`src/design/dnsle_pkg.sv`:
```
// ----------------------------------------------------------------------------
// dnsle_pkg
// Shared types and constants for the DNS name label encoder: transfer
// payloads, controller states and the fixed byte codes.
// ----------------------------------------------------------------------------
package dnsle_pkg;

  // Fixed byte codes
  localparam logic [7:0] DOT_CHAR  = 8'h2E;
  localparam logic [7:0] ROOT_BYTE = 8'h00;

  // Input item: kind 0 = name character, 1 = end of name
  typedef struct packed {
    logic       kind;
    logic [7:0] in_byte;
  } in_t;

  // One result: up to two encoded bytes
  typedef struct packed {
    logic [7:0] first_byte;
    logic [7:0] second_byte;
    logic       has_second;
    logic       label_overflow;
    logic       last;
  } out_t;

  // Controller states
  typedef enum logic {
    ST_IDLE,
    ST_FLUSH
  } state_e;

endpackage

```
`src/design/dnsle_label_ram.sv`:
```
// ----------------------------------------------------------------------------
// dnsle_label_ram
// Character store for the current label: one write port, one read port with
// read enable and registered read data.
// ----------------------------------------------------------------------------
module dnsle_label_ram #(
  parameter int DEPTH  = 63,
  parameter int ADDR_W = 6
) (
  input  logic              clk_i,
  input  logic              we_i,
  input  logic [ADDR_W-1:0] waddr_i,
  input  logic [7:0]        wdata_i,
  input  logic              re_i,
  input  logic [ADDR_W-1:0] raddr_i,
  output logic [7:0]        rdata_o
);

  logic [7:0] mem [DEPTH];
  logic [7:0] rdata_q;

  // Write port
  always_ff @(posedge clk_i) begin
    if (we_i) begin
      mem[waddr_i] <= wdata_i;
    end
  end

  // Read port: data holds while re_i is low
  always_ff @(posedge clk_i) begin
    if (re_i) begin
      rdata_q <= mem[raddr_i];
    end
  end

  assign rdata_o = rdata_q;

endmodule

```
`src/design/dns_name_label_encoder.sv`:
```
// ----------------------------------------------------------------------------
// dns_name_label_encoder
// Turns a dotted host name, one character per transfer, into DNS wire labels
// (length byte, characters, closing root byte), packed up to two bytes per result.
//
//   channel | dir | handshake                  | payload
//   --------+-----+----------------------------+------------------------
//   in      | in  | in_valid_i / in_stall_o    | in_data_i  (dnsle_pkg::in_t)
//   out     | out | out_valid_o / out_stall_i  | out_data_o (dnsle_pkg::out_t)
//
// A plain character is written to the label store, or dropped and flagged once it is full.
// A dot or end item flushes n bytes (length byte and label, left out for an
// end item on an empty label; root byte after an end item) at one byte per
// cycle from the store's single read port, unless the output stalls; input
// is stalled during the flush. Output stalls pause the flush; the final
// result sits in the output register while the next characters are taken.
// Reset clears length, overflow flag and control; the store needs no clearing.
// ----------------------------------------------------------------------------
module dns_name_label_encoder #(
  parameter int MAX_LABEL = 63
) (
  input  logic            clk_i,
  input  logic            rst_ni,
  input  logic            in_valid_i,
  output logic            in_stall_o,
  input  dnsle_pkg::in_t  in_data_i,
  output logic            out_valid_o,
  input  logic            out_stall_i,
  output dnsle_pkg::out_t out_data_o
);

  localparam int ADDR_W = (MAX_LABEL > 1) ? $clog2(MAX_LABEL) : 1;
  localparam int LEN_W  = $clog2(MAX_LABEL + 1);
  localparam int IDX_W  = $clog2(MAX_LABEL + 3);

  dnsle_pkg::state_e state_q, state_d;

  logic [LEN_W-1:0] len_q, len_d;        // characters held
  logic             ovf_q, ovf_d;        // characters dropped
  logic [LEN_W-1:0] flen_q, flen_d;      // length being flushed
  logic             fovf_q, fovf_d;
  logic             lab_q, lab_d;        // flush carries a label
  logic [IDX_W-1:0] n_q, n_d;            // bytes in this flush
  logic [IDX_W-1:0] rd_idx_q, rd_idx_d;  // next byte to fetch
  logic             p_vld_q, p_vld_d;    // byte fetched, data ready
  logic [IDX_W-1:0] p_idx_q, p_idx_d;
  logic             half_vld_q, half_vld_d;
  logic [7:0]       half_q, half_d;
  logic             out_vld_q, out_vld_d;
  dnsle_pkg::out_t  out_q, out_d;

  logic              in_acc, is_flush_item;
  logic              we, re;
  logic [ADDR_W-1:0] raddr;
  logic [7:0]        rdata;
  logic [IDX_W-1:0]  rd_addr_full;
  logic [7:0]        byte_p;
  logic              last_p, is_store_p, out_free, cons, produce, done;

  assign in_acc        = in_valid_i && !in_stall_o;
  assign is_flush_item = in_data_i.kind || (in_data_i.in_byte == dnsle_pkg::DOT_CHAR);
  assign in_stall_o    = (state_q != dnsle_pkg::ST_IDLE);
  assign out_valid_o   = out_vld_q;
  assign out_data_o    = out_q;

  // Label store
  assign we           = in_acc && !is_flush_item && (len_q < LEN_W'(MAX_LABEL));
  assign rd_addr_full = rd_idx_q - IDX_W'(1);
  assign raddr        = rd_addr_full[ADDR_W-1:0];

  dnsle_label_ram #(
    .DEPTH  (MAX_LABEL),
    .ADDR_W (ADDR_W)
  ) u_ram (
    .clk_i   (clk_i),
    .we_i    (we),
    .waddr_i (len_q[ADDR_W-1:0]),
    .wdata_i (in_data_i.in_byte),
    .re_i    (re),
    .raddr_i (raddr),
    .rdata_o (rdata)
  );

  // Next state
  always_comb begin
    state_d = state_q;
    unique case (state_q)
      dnsle_pkg::ST_IDLE: begin
        if (in_acc && is_flush_item) state_d = dnsle_pkg::ST_FLUSH;
      end
      dnsle_pkg::ST_FLUSH: begin
        if (done) state_d = dnsle_pkg::ST_IDLE;
      end
      default: state_d = dnsle_pkg::ST_IDLE;
    endcase
  end

  // Byte resolve for the fetched index
  always_comb begin
    is_store_p = lab_q && (p_idx_q != '0) && (p_idx_q <= IDX_W'(flen_q));
    if (lab_q && (p_idx_q == '0)) begin
      byte_p = 8'(flen_q);
    end else if (is_store_p) begin
      byte_p = rdata;
    end else begin
      byte_p = dnsle_pkg::ROOT_BYTE;
    end
    last_p   = (p_idx_q == n_q - IDX_W'(1));
    out_free = !out_vld_q || !out_stall_i;
  end

  // Datapath: label update, byte fetch, pair packing
  always_comb begin
    len_d      = len_q;
    ovf_d      = ovf_q;
    flen_d     = flen_q;
    fovf_d     = fovf_q;
    lab_d      = lab_q;
    n_d        = n_q;
    rd_idx_d   = rd_idx_q;
    p_vld_d    = p_vld_q;
    p_idx_d    = p_idx_q;
    half_vld_d = half_vld_q;
    half_d     = half_q;
    out_vld_d  = out_vld_q && out_stall_i;
    out_d      = out_q;
    re         = 1'b0;
    cons       = 1'b0;
    produce    = 1'b0;

    unique case (state_q)
      dnsle_pkg::ST_IDLE: begin
        if (in_acc) begin
          if (!is_flush_item) begin
            if (len_q < LEN_W'(MAX_LABEL)) len_d = len_q + LEN_W'(1);
            else                           ovf_d = 1'b1;
          end else begin
            lab_d      = !in_data_i.kind || (len_q != '0);
            flen_d     = len_q;
            fovf_d     = ovf_q;
            n_d        = (!in_data_i.kind || (len_q != '0))
                       ? IDX_W'(len_q) + IDX_W'(1) + IDX_W'(in_data_i.kind)
                       : IDX_W'(1);
            rd_idx_d   = '0;
            p_vld_d    = 1'b0;
            half_vld_d = 1'b0;
            len_d      = '0;
            ovf_d      = 1'b0;
          end
        end
      end
      dnsle_pkg::ST_FLUSH: begin
        // Consume the fetched byte
        if (p_vld_q) begin
          if (half_vld_q) begin
            if (out_free) begin
              cons    = 1'b1;
              produce = 1'b1;
              out_d   = '{first_byte: half_q, second_byte: byte_p, has_second: 1'b1,
                          label_overflow: fovf_q, last: last_p};
            end
          end else if (last_p) begin
            if (out_free) begin
              cons    = 1'b1;
              produce = 1'b1;
              out_d   = '{first_byte: byte_p, second_byte: 8'h00, has_second: 1'b0,
                          label_overflow: fovf_q, last: 1'b1};
            end
          end else begin
            cons       = 1'b1;
            half_d     = byte_p;
            half_vld_d = 1'b1;
          end
        end
        if (produce) begin
          half_vld_d = 1'b0;
          out_vld_d  = 1'b1;
        end
        // Fetch the next byte
        if (!p_vld_q || cons) begin
          if (rd_idx_q < n_q) begin
            p_vld_d  = 1'b1;
            p_idx_d  = rd_idx_q;
            rd_idx_d = rd_idx_q + IDX_W'(1);
            re       = lab_q && (rd_idx_q != '0) && (rd_idx_q <= IDX_W'(flen_q));
          end else begin
            p_vld_d = 1'b0;
          end
        end
      end
      default: ;
    endcase
  end

  assign done = cons && last_p;

  // Control registers
  always_ff @(posedge clk_i or negedge rst_ni) begin
    if (!rst_ni) begin
      state_q    <= dnsle_pkg::ST_IDLE;
      len_q      <= '0;
      ovf_q      <= 1'b0;
      lab_q      <= 1'b0;
      n_q        <= '0;
      rd_idx_q   <= '0;
      p_vld_q    <= 1'b0;
      half_vld_q <= 1'b0;
      out_vld_q  <= 1'b0;
    end else begin
      state_q    <= state_d;
      len_q      <= len_d;
      ovf_q      <= ovf_d;
      lab_q      <= lab_d;
      n_q        <= n_d;
      rd_idx_q   <= rd_idx_d;
      p_vld_q    <= p_vld_d;
      half_vld_q <= half_vld_d;
      out_vld_q  <= out_vld_d;
    end
  end

  // Payload registers
  always_ff @(posedge clk_i) begin
    flen_q  <= flen_d;
    fovf_q  <= fovf_d;
    p_idx_q <= p_idx_d;
    half_q  <= half_d;
    out_q   <= out_d;
  end

endmodule

```
`config.mk`:
```
export PLATFORM = sky130hd
export DESIGN_NAME = dns_name_label_encoder
export DESIGN_NICKNAME = d
export VERILOG_FILES = /design/src/design/dnsle_pkg.sv /design/src/design/dnsle_label_ram.sv /design/src/design/dns_name_label_encoder.sv
export SDC_FILE = /design/constraint.sdc
export NUM_CORES = 1
export LEC_CHECK = 0
export CAP_MARGIN = 20
export CORE_UTILIZATION = 45
export DETAILED_ROUTE_END_ITERATION = 10
export DONT_BUFFER_PORTS = 1
export SETUP_SLACK_MARGIN = 0.4
export SLEW_MARGIN = 25
export SYNTH_ARGS = -nofsm -noshare
export SYNTH_HDL_FRONTEND = slang
export SYNTH_SLANG_ARGS = --single-unit
```
`constraint.sdc`:
```
create_clock -name clk_i -period 9.83 [get_ports clk_i]
set_clock_uncertainty 0.2 [all_clocks]
set_input_delay 0.983 -clock clk_i [delete_from_list [all_inputs] [get_ports clk_i]]
set_output_delay 0.983 -clock clk_i [all_outputs]
set_load 0.02 [all_outputs]
```
==> results.ini <==
[drt]
post_drt_wl_per_cell_um=26.3
postRouteWirelength_mm=52.9
remaining_drc_errors=0
avgViaCountPerCell=5.78
ant_nets=0
routed-via-count=11600
dr.pass1.iters=5
drtIter0Drc=1069

[die]
fp.dieArea_um2=52900
core_um2=51300
initial_utilization=0.456
die_h_um=230
ioPinCount=34
die-width_um=230
row_count=83

[sta]
hold_violations=0
final.setup.tns_ps=0
min_period_over_period=0.460
worst_pin_slew_ps=1010
setup_violations=0
fmaxAchievable_mhz=221
rsz0062_at_grt=false
finalCriticalPeriod_ps=4520
slew_headroom=0.327
drv_slew=0

[grt]
overflow=0
track_usage=0.205
grt_pass1_vias=11800
grt_first_pass_wirelength_mm=78.6
grt_max_degree=66
antenna_found_initial=0

[power_and_ir_drop]
p_leak_nw=8.44
irDropWorstVdd_uv=214
powerDensity_nw_per_um2=311

[logic_synthesis]
synth_compound_area_frac=0.0261
synth_edf_count=553
yosysTopAreaCellShare=0.710
synthMuxAreaShare=0.137
synth.avg_cell_area_um2=18.5
ys.flop_type=edfxtp_1
synthXorXnorAreaFrac=0.00674
synth_area_leaders=edfxtp_1 71%, mux4_2 13%, dfrtp_1 2.8%
synth_top_family_by_area=multiplexers
syn-cell-area_um2=23400
synth_top_cell_by_area=edfxtp_1
synthCells=1266
synth.distinct_cells=57
synth-simple-area-share=0.0625
synth_warnings=0
synth_adder_area_share=0.0134
async_reset_ff_frac=0.0449
syn_nets=1304
synth_seq_cells=579
ys_seq_area_frac=0.737

[worst_setup_path]
worstPathCellList=inv_1, ha_4, buf_4, mux4_2, mux4_2, a22oi_1, o21ai_0
required_ps=9980
endpoint_kind=flop
reg2regPathDepth=7
cp_top_family=flip-flops
crit_slowest_cell=dfrtp_4
slowest_delay_ps=1030
cp-start-kind=flop
cpMostUsedCell=mux4_2
crit_cells=7
crit_fanout=57
crit_type=reg2reg
crit_buf_inv=2
cp.arrival_ps=4660

[outcome]
outcome=completed

[finish]
multi_input_area_um2=5840
register_area_um2=17300
nets=1316
fillCellCount=4119
final_core_utilization=0.510
drive_above_1_share=0.205
finalInstanceArea_um2=26200
syn_to_final_growth_pct=11.8

[clocking]
cts_setup_buffers=0
htreeDepth=2
cts.repair.resized=0
numCtsBuffers=59
path_clk_slew_ps=60
cts_sinks=579
cts_tree=built
holdBufCountCts=2
clkLatencyLatePin_ps=630
clock_path_buffers=3
cts_root_buffer=clkbuf_16

[placed_design]
place_area_um2=24100
numPortBuffers=0
gp_congestion=0.859
dp_hpwl_mm=31.2

[min_path]
hold_path_class=reg2reg
holdPathStages=0

[job]
max-cap-violations=0

[Yosys cell counts (all sizes together), types with 4 or more instances]
master,n
mux2,6
ha,25
mux4,136
xor2,6
o21ai,27
or3,6
dfrtp,26
nor2b,8
nand3,55
buf,32
mux2i,8
a21oi,20
inv,30
a211o,4
a31o,4
and2,14
clkbuf,27
edfxtp,553
nand2b,5
o31ai,6
nand2,90
xnor2,12
nand4,12
a21o,8
nor3b,6
nor3,10
and3,5
nor2,92
a22oi,9
[flip-flops by register name (all words and copies together) (netlist names), 6 cells and up]
signal         count
n_q                7
u_ram.mem        504
len_q              6
flen_q             6
rd_idx_q           7
u_ram.rdata_o      8
p_idx_q            7
half_q             8
out_data_o        19
[cell type report]
cell class | count | area share
Sequential cell | 579 | 0.660
Multi-Input combinational cell | 597 | 0.223
Clock buffer | 72 | 0.0599
Tap cell | 680 | 0.0325
Clock inverter | 40 | 0.0166
Inverter | 31 | 0.00445
Timing Repair Buffer | 10 | 0.00344
Antenna cell | 1 | 0.0000956
[cells by family after synthesis]
logic type,after synthesis
flip-flops,579
AND/OR/NAND/NOR,313
multiplexers,150
AO/OA/AOI/OAI,91
buffers and inverters,90
adder cells (fa/ha/maj),25
XOR/XNOR,18
[worst register-to-register path, stage by stage (launching register included)]
cell and delay [ps]:
dfrtp_4 1030, inv_1 230, ha_4 700, buf_4 700, mux4_2 530, mux4_2 520
a22oi_1 220, o21ai_0 110
[worst paths after layout]
check	end	slack (ps)	startpoint
min in group asynchronous	out_valid_o	600	rst_ni
max	u_ram.rdata_o[4]	5310	rd_idx_q[0]
min reg2reg	out_data_o[1]	220	fovf_q
max in group asynchronous	rd_idx_q[0]	8640	rst_ni
min	out_data_o[1]	220	fovf_q
max reg2reg	u_ram.rdata_o[4]	5310	rd_idx_q[0]
[layer usage]
metal | global-route usage | up-vias | wire, um
li1 | - | 5084 | -
met2 | 0.333 | 354 | 26000
met3 | 0.0309 | 78 | 3080
met4 | 0.0588 | 0 | 1100
met5 | 0 | - | 0
met1 | 0.288 | 6103 | 22700
[report_power, final]
part / leakage, nW / switching (mW) / internal, mW
logic: 2.14 / 1.54 / 1.16
registers: 5.33 / 0.223 / 2.90
clock network: 0.973 / 0.949 / 1.35
total: 8.44 / 2.72 / 5.41
[layout by cell type (no fill, tap or decap), drive strengths merged, types with 3 or more instances in the layout]
cell      synthesis  routed
mux4            136     136
a21o              8       8
nand2            90      90
dfrtp            26      26
or3               6       6
edfxtp          553     553
nor3b             6       6
a22oi             9       9
o21ai            27      27
ha               25      25
mux2              6       6
clkbuf           27      72
clkinv            1      29
inv              30      31
nor2             92      92
bufinv            0       8
clkinvlp          0       3
o31ai             6       6
xor2              6       6
a31o              4       4
buf              32       9
mux2i             8       8
a211o             4       4
nand4            12      12
xnor2            12      12
nor3             10      10
nor2b             8       8
nand2b            5       5
a21oi            20      20
and2             14      14
nand3            55      55
and3              5       5
[per-stage QoR]
| stage | std cells | setup WS, ps | hold WS (ps) | power [mW] |
|---|---|---|---|---|
| after floorplan | 1266 | 6040 | 200 | 5.06 |
| after global placement | 1895 | 5260 | 215 | 5.87 |
| after detailed placement | 1895 | 5210 | 205 | 5.91 |
| after CTS | 2009 | 5200 | 217 | 8.20 |
| after global routing | 2009 | 4980 | 227 | 8.45 |
| final | 2010 | 5310 | 218 | 8.12 |
No activity file was read; power rests on OpenSTA's default activity.
